==> config.mk <==
export PLATFORM = sky130hd
export DESIGN_NAME = line_follow_pd_steering_flat
export DESIGN_NICKNAME = d
export VERILOG_FILES = /design/src/design/lfpd_pkg.sv /design/src/design/lfpd_if.sv /design/src/design/line_follow_pd_steering.sv /design/src/design/lfpd_cfg.sv /design/src/design/lfpd_err.sv /design/src/design/lfpd_mul.sv /design/src/design/lfpd_drv.sv /design/src/flat_wrapper.sv
export SDC_FILE = /design/constraint.sdc
export NUM_CORES = 2
export LEC_CHECK = 0
export BUFFER_PORTS_ARGS = -buffer_cell sky130_fd_sc_hd__clkbuf_2
export CAP_MARGIN = 20
export CORE_MARGIN = 5
export CORE_UTILIZATION = 45
export CTS_CLUSTER_SIZE = 30
export DETAILED_ROUTE_END_ITERATION = 12
export PLACE_DENSITY = 0.72
export SKIP_LAST_GASP = 1
export SLEW_MARGIN = 10
export SYNTH_ARGS = -nofsm -noshare
export SYNTH_HDL_FRONTEND = slang
export SYNTH_HIERARCHICAL = 1
export SYNTH_SLANG_ARGS = --single-unit
==> constraint.sdc <==
create_clock -name clk -period 19 [get_ports clk]
set_input_delay 1.9 -clock clk [delete_from_list [all_inputs] [get_ports clk]]
set_output_delay 1.9 -clock clk [all_outputs]
set_load 0.01 [all_outputs]
==> src/design/lfpd_pkg.sv <==
// Package for the line-follow PD steering block.
// Holds the field types, register indexes, reset values and stage payload structs.
// Used by every other file of the design; depends on nothing.
package lfpd_pkg;

  localparam int FRAC_BITS = 12;
  localparam int REG_COUNT = 5;
  localparam int ADDR_W    = 5;

  typedef logic [12:0]        pos_t;
  typedef logic [15:0]        gain_t;
  typedef logic [7:0]         speed_t;
  typedef logic signed [13:0] err_t;
  typedef logic signed [14:0] diff_t;
  typedef logic signed [30:0] prod_t;
  typedef logic signed [31:0] sum_t;
  typedef logic signed [19:0] corr_t;
  typedef logic signed [20:0] wheel_t;
  typedef logic signed [8:0]  drive_t;

  typedef enum logic [2:0] {
    REG_SETPOINT  = 3'd0,
    REG_KP_GAIN   = 3'd1,
    REG_KD_GAIN   = 3'd2,
    REG_SPIN_THR  = 3'd3,
    REG_FULL_SPD  = 3'd4
  } reg_idx_t;

  localparam pos_t   RST_SETPOINT = 13'd2500;
  localparam gain_t  RST_KP_GAIN  = 16'd410;
  localparam gain_t  RST_KD_GAIN  = 16'd9216;
  localparam pos_t   RST_SPIN_THR = 13'd2300;
  localparam speed_t RST_FULL_SPD = 8'd254;

  typedef enum logic [1:0] {
    SPIN_NONE  = 2'd0,
    SPIN_LEFT  = 2'd1,
    SPIN_RIGHT = 2'd2
  } spin_t;

  typedef struct packed {
    pos_t   setpoint;
    gain_t  kp_gain;
    gain_t  kd_gain;
    pos_t   spin_threshold;
    speed_t full_speed;
  } cfg_t;

  // Payload handed from the error stage to the multiply stage.
  typedef struct packed {
    err_t  err;
    diff_t diff;
  } err_stage_t;

  // Payload handed from the multiply stage to the drive stage.
  typedef struct packed {
    prod_t p_term;
    prod_t d_term;
    spin_t spin;
  } prod_stage_t;

endpackage

==> src/design/lfpd_if.sv <==
// Channel interfaces for the line-follow PD steering block.
// One interface for the position samples, one for the wheel drive results.
// Depends on lfpd_pkg.
interface lfpd_in_if;
  logic             valid;
  logic             ready;
  lfpd_pkg::pos_t   position;

  modport source (output valid, output position, input ready);
  modport sink   (input valid, input position, output ready);
endinterface

interface lfpd_out_if;
  logic             valid;
  logic             ready;
  lfpd_pkg::drive_t left_drive;
  lfpd_pkg::drive_t right_drive;

  modport source (output valid, output left_drive, output right_drive, input ready);
  modport sink   (input valid, input left_drive, input right_drive, output ready);
endinterface

==> src/design/line_follow_pd_steering.sv <==
// Line-follow PD steering for a differential-drive robot.
// Depends on lfpd_pkg, the channel interfaces and the lfpd_* stage modules.
//
// Usage: position samples arrive on in_ch (valid/ready); each accepted
// sample yields exactly one left/right wheel drive pair on out_ch. The
// setpoint, gains, spin threshold and full speed sit behind a small APB
// slave (byte addresses 0, 4, 8, 12, 16); write them only while idle.
//
// out_ch.valid comes from the last of the stage registers: one register
// for the error, one for the two gain products, and one for the clamped
// wheel drive. Throughput is one sample per cycle while out_ch.ready is
// held high; the two multipliers in the middle stage set the clock period.
//
// Reset loads the register defaults, clears the previous error and
// empties the pipeline. When the receiver holds off ready, each stage
// keeps its item, and the input keeps taking samples until all three
// stages are full, then in_ch.ready drops until a result transfer.
module line_follow_pd_steering (
  input  logic                        clk,
  input  logic                        rst_n,
  lfpd_in_if.sink                     in_ch,
  lfpd_out_if.source                  out_ch,
  input  logic                        psel,
  input  logic                        penable,
  input  logic                        pwrite,
  input  logic [lfpd_pkg::ADDR_W-1:0] paddr,
  input  logic [31:0]                 pwdata,
  output logic [31:0]                 prdata,
  output logic                        pready
);

  lfpd_pkg::cfg_t        cfg;
  logic                  err_valid;
  logic                  err_ready;
  lfpd_pkg::err_stage_t  err_data;
  logic                  prod_valid;
  logic                  prod_ready;
  lfpd_pkg::prod_stage_t prod_data;

  lfpd_cfg u_cfg (
    .clk     (clk),
    .rst_n   (rst_n),
    .psel    (psel),
    .penable (penable),
    .pwrite  (pwrite),
    .paddr   (paddr),
    .pwdata  (pwdata),
    .prdata  (prdata),
    .pready  (pready),
    .cfg     (cfg)
  );

  lfpd_err u_err (
    .clk   (clk),
    .rst_n (rst_n),
    .in_ch (in_ch),
    .cfg   (cfg),
    .valid (err_valid),
    .ready (err_ready),
    .data  (err_data)
  );

  lfpd_mul u_mul (
    .clk      (clk),
    .rst_n    (rst_n),
    .cfg      (cfg),
    .in_valid (err_valid),
    .in_ready (err_ready),
    .in_data  (err_data),
    .valid    (prod_valid),
    .ready    (prod_ready),
    .data     (prod_data)
  );

  lfpd_drv u_drv (
    .clk      (clk),
    .rst_n    (rst_n),
    .cfg      (cfg),
    .in_valid (prod_valid),
    .in_ready (prod_ready),
    .in_data  (prod_data),
    .out_ch   (out_ch)
  );

endmodule

==> src/design/lfpd_cfg.sv <==
// Configuration register file with an APB-style slave port.
// Provides the setpoint, gains, spin threshold and full speed as one struct.
// Depends on lfpd_pkg.
module lfpd_cfg (
  input  logic                      clk,
  input  logic                      rst_n,
  input  logic                      psel,
  input  logic                      penable,
  input  logic                      pwrite,
  input  logic [lfpd_pkg::ADDR_W-1:0] paddr,
  input  logic [31:0]               pwdata,
  output logic [31:0]               prdata,
  output logic                      pready,
  output lfpd_pkg::cfg_t            cfg
);

  lfpd_pkg::cfg_t   cfg_r;
  lfpd_pkg::cfg_t   cfg_nxt;
  lfpd_pkg::reg_idx_t idx;
  logic             wr_en;

  assign pready = 1'b1;
  assign idx    = lfpd_pkg::reg_idx_t'(paddr[lfpd_pkg::ADDR_W-1:2]);
  assign wr_en  = psel && penable && pwrite && pready;
  assign cfg    = cfg_r;

  always_comb begin
    cfg_nxt = cfg_r;
    if (wr_en) begin
      case (idx)
        lfpd_pkg::REG_SETPOINT: cfg_nxt.setpoint       = pwdata[12:0];
        lfpd_pkg::REG_KP_GAIN:  cfg_nxt.kp_gain        = pwdata[15:0];
        lfpd_pkg::REG_KD_GAIN:  cfg_nxt.kd_gain        = pwdata[15:0];
        lfpd_pkg::REG_SPIN_THR: cfg_nxt.spin_threshold = pwdata[12:0];
        lfpd_pkg::REG_FULL_SPD: cfg_nxt.full_speed     = pwdata[7:0];
        default: ;
      endcase
    end
  end

  always_comb begin
    case (idx)
      lfpd_pkg::REG_SETPOINT: prdata = {19'd0, cfg_r.setpoint};
      lfpd_pkg::REG_KP_GAIN:  prdata = {16'd0, cfg_r.kp_gain};
      lfpd_pkg::REG_KD_GAIN:  prdata = {16'd0, cfg_r.kd_gain};
      lfpd_pkg::REG_SPIN_THR: prdata = {19'd0, cfg_r.spin_threshold};
      lfpd_pkg::REG_FULL_SPD: prdata = {24'd0, cfg_r.full_speed};
      default:                prdata = 32'd0;
    endcase
  end

  always_ff @(posedge clk) begin
    if (!rst_n) begin
      cfg_r.setpoint       <= lfpd_pkg::RST_SETPOINT;
      cfg_r.kp_gain        <= lfpd_pkg::RST_KP_GAIN;
      cfg_r.kd_gain        <= lfpd_pkg::RST_KD_GAIN;
      cfg_r.spin_threshold <= lfpd_pkg::RST_SPIN_THR;
      cfg_r.full_speed     <= lfpd_pkg::RST_FULL_SPD;
    end else begin
      cfg_r <= cfg_nxt;
    end
  end

endmodule

==> src/design/lfpd_err.sv <==
// Error stage: takes a position sample, forms the error and its difference
// from the previous error, and keeps the previous error. Depends on lfpd_pkg.
module lfpd_err (
  input  logic                 clk,
  input  logic                 rst_n,
  lfpd_in_if.sink              in_ch,
  input  lfpd_pkg::cfg_t       cfg,
  output logic                 valid,
  input  logic                 ready,
  output lfpd_pkg::err_stage_t data
);

  logic                 valid_r;
  lfpd_pkg::err_stage_t data_r;
  lfpd_pkg::err_stage_t data_nxt;
  lfpd_pkg::err_t       last_error_r;
  logic                 take;

  assign in_ch.ready = !valid_r || ready;
  assign take        = in_ch.valid && in_ch.ready;
  assign valid       = valid_r;
  assign data        = data_r;

  always_comb begin
    data_nxt.err  = lfpd_pkg::err_t'({1'b0, in_ch.position}) -
                    lfpd_pkg::err_t'({1'b0, cfg.setpoint});
    data_nxt.diff = lfpd_pkg::diff_t'(data_nxt.err) - lfpd_pkg::diff_t'(last_error_r);
  end

  always_ff @(posedge clk) begin
    if (!rst_n) begin
      valid_r      <= 1'b0;
      last_error_r <= '0;
    end else begin
      if (in_ch.ready) begin
        valid_r <= in_ch.valid;
      end
      if (take) begin
        last_error_r <= data_nxt.err;
      end
    end
  end

  always_ff @(posedge clk) begin
    if (take) begin
      data_r <= data_nxt;
    end
  end

endmodule

==> src/design/lfpd_mul.sv <==
// Multiply stage: forms the proportional and derivative terms and decides
// whether the error calls for a spin in place. Depends on lfpd_pkg.
module lfpd_mul (
  input  logic                  clk,
  input  logic                  rst_n,
  input  lfpd_pkg::cfg_t        cfg,
  input  logic                  in_valid,
  output logic                  in_ready,
  input  lfpd_pkg::err_stage_t  in_data,
  output logic                  valid,
  input  logic                  ready,
  output lfpd_pkg::prod_stage_t data
);

  logic                  valid_r;
  lfpd_pkg::prod_stage_t data_r;
  lfpd_pkg::prod_stage_t data_nxt;
  lfpd_pkg::prod_t       kp_x;
  lfpd_pkg::prod_t       kd_x;
  logic signed [14:0]    thr_x;
  logic signed [14:0]    err_x;
  logic                  take;

  assign in_ready = !valid_r || ready;
  assign take     = in_valid && in_ready;
  assign valid    = valid_r;
  assign data     = data_r;

  always_comb begin
    // Gains are unsigned; zero-extend so the products stay signed.
    kp_x = lfpd_pkg::prod_t'({1'b0, cfg.kp_gain});
    kd_x = lfpd_pkg::prod_t'({1'b0, cfg.kd_gain});
    data_nxt.p_term = kp_x * lfpd_pkg::prod_t'(in_data.err);
    data_nxt.d_term = kd_x * lfpd_pkg::prod_t'(in_data.diff);
    thr_x = $signed({2'b00, cfg.spin_threshold});
    err_x = 15'(in_data.err);
    if (err_x < -thr_x) begin
      data_nxt.spin = lfpd_pkg::SPIN_LEFT;
    end else if (err_x > thr_x) begin
      data_nxt.spin = lfpd_pkg::SPIN_RIGHT;
    end else begin
      data_nxt.spin = lfpd_pkg::SPIN_NONE;
    end
  end

  always_ff @(posedge clk) begin
    if (!rst_n) begin
      valid_r <= 1'b0;
    end else if (in_ready) begin
      valid_r <= in_valid;
    end
  end

  always_ff @(posedge clk) begin
    if (take) begin
      data_r <= data_nxt;
    end
  end

endmodule

==> src/design/lfpd_drv.sv <==
// Drive stage: sums the terms, scales the correction back to integer with truncation
// toward zero, and clamps each wheel into the result register, or drives full speed both ways for a spin.
// Depends on lfpd_pkg and the result channel interface.
module lfpd_drv (
  input  logic                  clk,
  input  logic                  rst_n,
  input  lfpd_pkg::cfg_t        cfg,
  input  logic                  in_valid,
  output logic                  in_ready,
  input  lfpd_pkg::prod_stage_t in_data,
  lfpd_out_if.source            out_ch
);

  localparam lfpd_pkg::sum_t ROUND_ADJ = lfpd_pkg::sum_t'((1 << lfpd_pkg::FRAC_BITS) - 1);

  logic             valid_r;
  lfpd_pkg::drive_t left_r;
  lfpd_pkg::drive_t right_r;
  lfpd_pkg::drive_t left_nxt;
  lfpd_pkg::drive_t right_nxt;
  lfpd_pkg::sum_t   sum;
  lfpd_pkg::sum_t   sum_adj;
  lfpd_pkg::corr_t  corr;
  lfpd_pkg::wheel_t full_w;
  lfpd_pkg::wheel_t left_w;
  lfpd_pkg::wheel_t right_w;
  lfpd_pkg::drive_t full_d;
  logic             take;

  assign in_ready       = !valid_r || out_ch.ready;
  assign take           = in_valid && in_ready;
  assign out_ch.valid   = valid_r;
  assign out_ch.left_drive  = left_r;
  assign out_ch.right_drive = right_r;

  always_comb begin
    sum = lfpd_pkg::sum_t'(in_data.p_term) + lfpd_pkg::sum_t'(in_data.d_term);
    // Adding 2^12-1 before the arithmetic shift makes negative sums round toward zero.
    sum_adj = sum[31] ? sum + ROUND_ADJ : sum;
    corr    = sum_adj[31:lfpd_pkg::FRAC_BITS];
    full_w  = lfpd_pkg::wheel_t'({1'b0, cfg.full_speed});
    full_d  = lfpd_pkg::drive_t'({1'b0, cfg.full_speed});
    left_w  = full_w - lfpd_pkg::wheel_t'(corr);
    right_w = full_w + lfpd_pkg::wheel_t'(corr);
    if (left_w > full_w) begin
      left_w = full_w;
    end
    if (left_w < 21'sd1) begin
      left_w = 21'sd1;
    end
    if (right_w > full_w) begin
      right_w = full_w;
    end
    if (right_w < 21'sd1) begin
      right_w = 21'sd1;
    end
    case (in_data.spin)
      lfpd_pkg::SPIN_LEFT: begin
        left_nxt  = -full_d;
        right_nxt = full_d;
      end
      lfpd_pkg::SPIN_RIGHT: begin
        left_nxt  = full_d;
        right_nxt = -full_d;
      end
      default: begin
        left_nxt  = left_w[8:0];
        right_nxt = right_w[8:0];
      end
    endcase
  end

  always_ff @(posedge clk) begin
    if (!rst_n) begin
      valid_r <= 1'b0;
    end else if (in_ready) begin
      valid_r <= in_valid;
    end
  end

  always_ff @(posedge clk) begin
    if (take) begin
      left_r  <= left_nxt;
      right_r <= right_nxt;
    end
  end

endmodule

==> src/flat_wrapper.sv <==
// flat-port wrapper written by rule: the top's interface ports become plain ports
module line_follow_pd_steering_flat 
  (clk, rst_n, psel, penable, pwrite, paddr, pwdata, prdata, pready, in_ch_valid, in_ch_position, in_ch_ready, out_ch_valid, out_ch_left_drive, out_ch_right_drive, out_ch_ready);
  lfpd_in_if in_ch_i ();
  lfpd_out_if out_ch_i ();
  input  logic clk;
  input  logic rst_n;
  input  logic psel;
  input  logic penable;
  input  logic pwrite;
  input  logic [lfpd_pkg::ADDR_W-1:0] paddr;
  input  logic [31:0] pwdata;
  output logic [31:0] prdata;
  output logic pready;
  input wire logic [$bits(in_ch_i.valid)-1:0] in_ch_valid;
  input wire logic [$bits(in_ch_i.position)-1:0] in_ch_position;
  output wire logic [$bits(in_ch_i.ready)-1:0] in_ch_ready;
  output wire logic [$bits(out_ch_i.valid)-1:0] out_ch_valid;
  output wire logic [$bits(out_ch_i.left_drive)-1:0] out_ch_left_drive;
  output wire logic [$bits(out_ch_i.right_drive)-1:0] out_ch_right_drive;
  input wire logic [$bits(out_ch_i.ready)-1:0] out_ch_ready;
  assign in_ch_i.valid = in_ch_valid;
  assign in_ch_i.position = in_ch_position;
  assign in_ch_ready = in_ch_i.ready;
  assign out_ch_valid = out_ch_i.valid;
  assign out_ch_left_drive = out_ch_i.left_drive;
  assign out_ch_right_drive = out_ch_i.right_drive;
  assign out_ch_i.ready = out_ch_ready;
  line_follow_pd_steering u_core (.clk(clk), .rst_n(rst_n), .in_ch(in_ch_i), .out_ch(out_ch_i), .psel(psel), .penable(penable), .pwrite(pwrite), .paddr(paddr), .pwdata(pwdata), .prdata(prdata), .pready(pready));
endmodule
**Word-level counts from Yosys, hierarchy flattened**

Cells that the tools add are included.

- Register bits after elaboration: 194
- Bits of input ports: 57

- Add/sub/neg operators: 8
- $mul: 2
- Order comparisons: 6
- Eq/ne operators: 6
- Multiplexer cells: 9
- Reduce and logical (&&, ||, !) cells: 17

Operators by type and width:

| operator | count |
|---|---|
| $pmux W16 S5 | 1 |
| $gt A21 B9 Y1 | 2 |
| $lt A21 B2 Y1 const B | 2 |
| $mux W21 | 2 |
| $pmux W9 S2 | 2 |
| $add A31 B31 Y32 | 1 |
| $add A32 B13 Y32 const B | 1 |
| $mux W32 | 1 |
| $mul A17 B14 Y31 | 1 |
| $mul A17 B15 Y31 | 1 |
| $add A9 B20 Y21 | 1 |
| $sub A9 B20 Y21 | 1 |
| $mux W9 | 2 |
| $lt A14 B15 Y1 | 1 |
| $neg A13 Y15 | 1 |
| $sub A14 B14 Y15 | 1 |
| $gt A14 B14 Y1 | 1 |
| $sub A13 B13 Y14 | 1 |
| $reduce_and A2 Y1 | 5 |
| $neg A8 Y9 | 1 |
| $eq A3 B2 Y1 const B | 2 |
| $logic_and A1 B1 Y1 | 5 |
| $eq A3 B1 Y1 const B | 1 |
| $eq A3 B3 Y1 const B | 1 |
| 6 further kinds | 10 |

**Longest topological paths before layout**

- Depth in word-level cells: 9
- Mapped depth: 30

**Cells and area by module**

The synthesis kept the hierarchy.

By module, submodules not included:

| module | instances | cells each | area each (µm²) | seq. area each (µm²) |
|---|---|---|---|---|
| lfpd_mul | 1 | 2002 | 18665.4 | 1941.9 |
| lfpd_drv | 1 | 741 | 5521.5 | 560.5 |
| lfpd_cfg | 1 | 345 | 3243.1 | 1321.3 |
| lfpd_err | 1 | 280 | 2806.4 | 1171.1 |

**Worst setup path before layout**

No wires, ideal clock.

- Path type: register to register
- Start point: reg u_core.u_err.data_r, in the netlist u_core/u_err/data[19]
- End point: reg u_core.u_mul.data_r, in the netlist u_core/u_mul/data[59] (data pin)
- Data arrival time: 5837 ps
- Required time: 18735 ps
- Path slack: 12898 ps
- Stages on the path, launching flop included: 24
- Buffers on the path: 1
- Cell sequence: edfxtp_1 clkbuf_1 and2_1 fa_1 inv_1 fa_1 inv_1 fa_1 inv_1 fa_1 inv_1 fa_1 inv_1 fa_1 inv_1 ha_1 and4_4 and2_4 a2111o_1 a31oi_2 o31ai_1 a21boi_0 o21ai_0 xor2_1

RTL lines:

| item | RTL line | text |
|---|---|---|
| start: declaration | lfpd_err.sv:14 | `lfpd_pkg::err_stage_t data_r;` |
| start signal: assignment | lfpd_err.sv:46 | `data_r <= data_nxt;` |
| end signal: assignment | lfpd_mul.sv:56 | `data_r <= data_nxt;` |
| end: declaration | lfpd_mul.sv:16 | `lfpd_pkg::prod_stage_t data_r;` |

**Final worst setup path**

- Start point: reg u_core.u_mul.data_r, in the netlist u_core/u_mul/data[2]
- End point: reg u_core.u_drv.right_r[6] (netlist: u_core/u_drv/out_ch.right_drive[6]) (data pin)

- Longest elaborated chain between the ends: 9

RTL lines:

| item | RTL line | text |
|---|---|---|
| $add A31 B31 Y32 (*) | lfpd_drv.sv:37 | `sum = lfpd_pkg::sum_t'(in_data.p_term) + lfpd_pkg::sum_t'(in_data.d_term);` |
| $add A32 B13 Y32 | lfpd_drv.sv:39 | `sum_adj = sum[31] ? sum + ROUND_ADJ : sum;` |
| $mux W32 (*) | lfpd_drv.sv:39 |  |
| $add A9 B20 Y21 (*) | lfpd_drv.sv:44 | `right_w = full_w + lfpd_pkg::wheel_t'(corr);` |
| $gt A21 B9 Y1 | lfpd_drv.sv:51 | `if (right_w > full_w) begin` |
| $mux W21 (*) | lfpd_drv.sv:51 |  |
| $lt A21 B2 Y1 | lfpd_drv.sv:54 | `if (right_w < 21'sd1) begin` |
| $mux W9 (*) | lfpd_drv.sv:54 |  |
| $pmux W9 S2 (*) | lfpd_drv.sv:57 | `case (in_data.spin)` |
| net u_core.u_drv.right_nxt[6] | lfpd_drv.sv:20 | `lfpd_pkg::drive_t right_nxt;` |
| end signal: assignment | lfpd_drv.sv:84 | `right_r <= right_nxt;` |
| end: declaration | lfpd_drv.sv:18 | `lfpd_pkg::drive_t right_r;` |

Mark *: on every way through the listed nets, which the timed path passes. The rest lies on a longest branch.
A chain may end at the register's enable or synchronous reset.

==> impl_metrics.csv <==
group,metric,value,unit
status,status,"complete, no violations",
floorplanning,die_area,0.0725,mm^2
timing,rsz0062_at_grt,"false",
floorplanning,core.rowCount,95,
timing,tightest_slew,1.01,ns
final_layout,n_antenna_cell,0,
grt,grt_pass1_wl,126,mm
placed_design,hpwlAfterDp,60.4,mm
final_layout,final_util,0.476,
drt,ant_nets,0,
logic_synthesis,ys_top_cells_by_count,"inv_1 (510), nand2_1 (389), fa_1 (352)",
cts,cts_setup_buffers,0,
floorplanning,initial_core_util,0.452,
floorplanning,pin_count,110,
cts,numCtsBuffers,17,
logic_synthesis,synth_cell_types,109,
drt,drc,0,
run,drv_cap,0,
power,vdd_drop_max,0.135,mV
logic_synthesis,seq_area_frac_synth,0.165,
setup_path,crit_path_max_incr_delay,0.48,ns
logic_synthesis,syn_avg_cell_area,8.98,um^2
setup_path,crit_type,"register to register",
grt,grt_pass1_vias,23679,
final_layout,fill_cells,6254,
drt,wl_per_cell,18.4,um
floorplanning,core_area,0.0669,mm^2
logic_synthesis,synth.most_common_cell,"inv_1",
cts,path_clk_slew,0.09,ns
timing,fin_worst_skew,0.0282,ns
grt,grt_overflow_total,0,
cts,clockBufferDepth,2,
logic_synthesis,synth_area,0.0302,mm^2
timing,final.setup.tns,0,ns
logic_synthesis,synth-seq-cells,194,
cts,clk-insertion-delay-late,0.47,ns
logic_synthesis,synth_cells,3368,
final_layout,drive_above_1_share,0.0648,
logic_synthesis,synth_top_area_share,0.233,
setup_path,critical_path_arrival,7.49,ns
drt,viasPerCell,5.60,
floorplanning,die_height,269,um
setup_path,critical_path.startpoint_type,"register",
timing,slew_headroom,0.328,
cts,cts_root_buf,"clkbuf_16",
final_layout,area_growth,5.30,%
cts,cts.repair.resized,0,
logic_synthesis,yosys.area.top_type,"fa_1",
grt,grt_max_degree,106,
setup_path,crit_fanout,10,
drt,drt_pass1_iterations,6,
logic_synthesis,synth_edf_count,111,
logic_synthesis,yosysWarnings,6,
timing,finalCriticalPeriod,7.31,ns
cts,cts_tree,"built",
timing,slew_viol_final,0,
timing,finalSetupViolCount,0,
grt,antenna_found_initial,0,
setup_path,slowest_stage,"o21ai_1",
setup_path,endpoint_kind,"register",
power,power_leakage,0.0152,uW
cts,cts_hold_buf,0,
floorplanning,die-width,269,um
logic_synthesis,synth.area.top_cells,"fa_1 (23%), ha_1 (14%), edfxtp_1 (11%), inv_1 (6.3%), dfxtp_1 (5.5%)",
final_layout,finish.instance_area,0.0318,mm^2
placed_design,routabilityCongestion,0.915,
drt,vias,23729,
final_layout,fin_nets,4098,
drt,drtIter0Drc,1745,
logic_synthesis,synth_ff_type,"edfxtp_1",
drt,wl,77.9,mm
grt,grt_usage,0.212,
min_path,worstHoldPathType,"register to register",
cts,htreeDepth,4,
placed_design,postPlaceCellArea,0.0312,mm^2
setup_path,worstPathRequired,19.18,ns
cts,cts.sinks,194,
logic_synthesis,async_reset_ff_frac,0,
placed_design,portBuffers,74,
timing,hold_violations,0,
timing,maxClockFrequency,0.137,GHz
timing,finalCritPeriodShare,0.385,
power,p_per_area,140,mW/mm^2
cells in the final DEF (no fill, tap or decap), drive strengths merged, types with 60 or more instances in the layout:
master,Yosys,final
clkbuf,106,91
fa,352,352
and2,237,237
xnor2,83,83
edfxtp,111,111
nor2b,60,60
nand2,392,392
nand3,65,65
ha,340,340
mux2i,76,76
a21oi,128,128
nor2,120,120
dfxtp,83,83
o21ai,101,101
inv,512,524
metal layers:
metal / GRT usage / part of all wire / vias to the layer above
met2: 0.356 / 0.47 / 931
met3: 0.0409 / 0.079 / 126
li1: - / - / 11086
met4: 0.0574 / 0.029 / 0
met1: 0.282 / 0.42 / 11586
met5: 0 / 0 / -
final cells by class:
cell class	instances	area, um^2	area share
well taps	873	1090	0.0343
inverters	512	1920	0.0604
flip-flops and latches	194	4990	0.157
clock inverters	14	173	0.00542
multi-input cells	2526	22600	0.711
clock buffers	18	439	0.0138
repair buffers	98	568	0.0178
power breakdown:
group | internal [uW] | switching, uW
registers | 574 | 87.3
clock network | 185 | 202
logic | 1330 | 2080
total | 2090 | 2370
stage by stage:
stage	hold WS, ns	instances	total power (uW)	setup slack, ns
2_1_floorplan	0.424	3383	3230	12.90
3_3_place_gp	0.444	4201	3950	11.80
3_5_place_dp	0.442	4201	4010	11.70
4_1_cts	0.460	4233	4420	11.68
5_1_grt	0.476	4235	4860	11.21
6_report	0.462	4235	4460	11.69
critical path, delay by kind of cell (launching register included):
kind | cells | cell delay [ns]
compound gates | 12 | 2.86
simple gates | 6 | 1.47
fa+ha+maj | 4 | 1.31
xor+xnor | 3 | 0.75
flops | 1 | 0.37
mux | 1 | 0.28
registers in the layout, indices dropped and copies added, names as in the netlist:
signal	cells
u_core/u_err/data	29
u_core/u_err/last_error_r	14
u_core/u_mul/data	64
u_core/u_drv/out_ch.left_drive	9
u_core/u_cfg/cfg	66
u_core/u_err/valid	1
u_core/u_drv/out_ch.right_drive	9
u_core/u_mul/valid	1
u_core/u_drv/out_ch.valid	1
path summary, 6_finish.rpt:
check / startpoint / endpoint / slack [ns] / depth (start not counted)
worst min-delay path: u_core/u_err/last_error_r[8]$_SDFFE_PN0P_ / u_core/u_err/last_error_r[8]$_SDFFE_PN0P_ / 0.46 / 2
worst min register to register: u_core/u_err/last_error_r[8]$_SDFFE_PN0P_ / u_core/u_err/last_error_r[8]$_SDFFE_PN0P_ / 0.46 / 2
worst max register to register: u_core/u_mul/data[2]$_DFFE_PP_ / u_core/u_drv/out_ch.right_drive[6]$_DFFE_PP_ / 11.69 / 26
worst max-delay path: u_core/u_mul/data[2]$_DFFE_PP_ / u_core/u_drv/out_ch.right_drive[6]$_DFFE_PP_ / 11.69 / 26
kinds of logic after synthesis:
family          share of synthesized area
flops                               0.165
xor+xnor                           0.0385
other cells                      0.000248
buf+inv                            0.0876
simple gates                        0.181
mux                                0.0330
compound gates                      0.121
fa+ha+maj                           0.374
(Power assumes the default switching activity.)
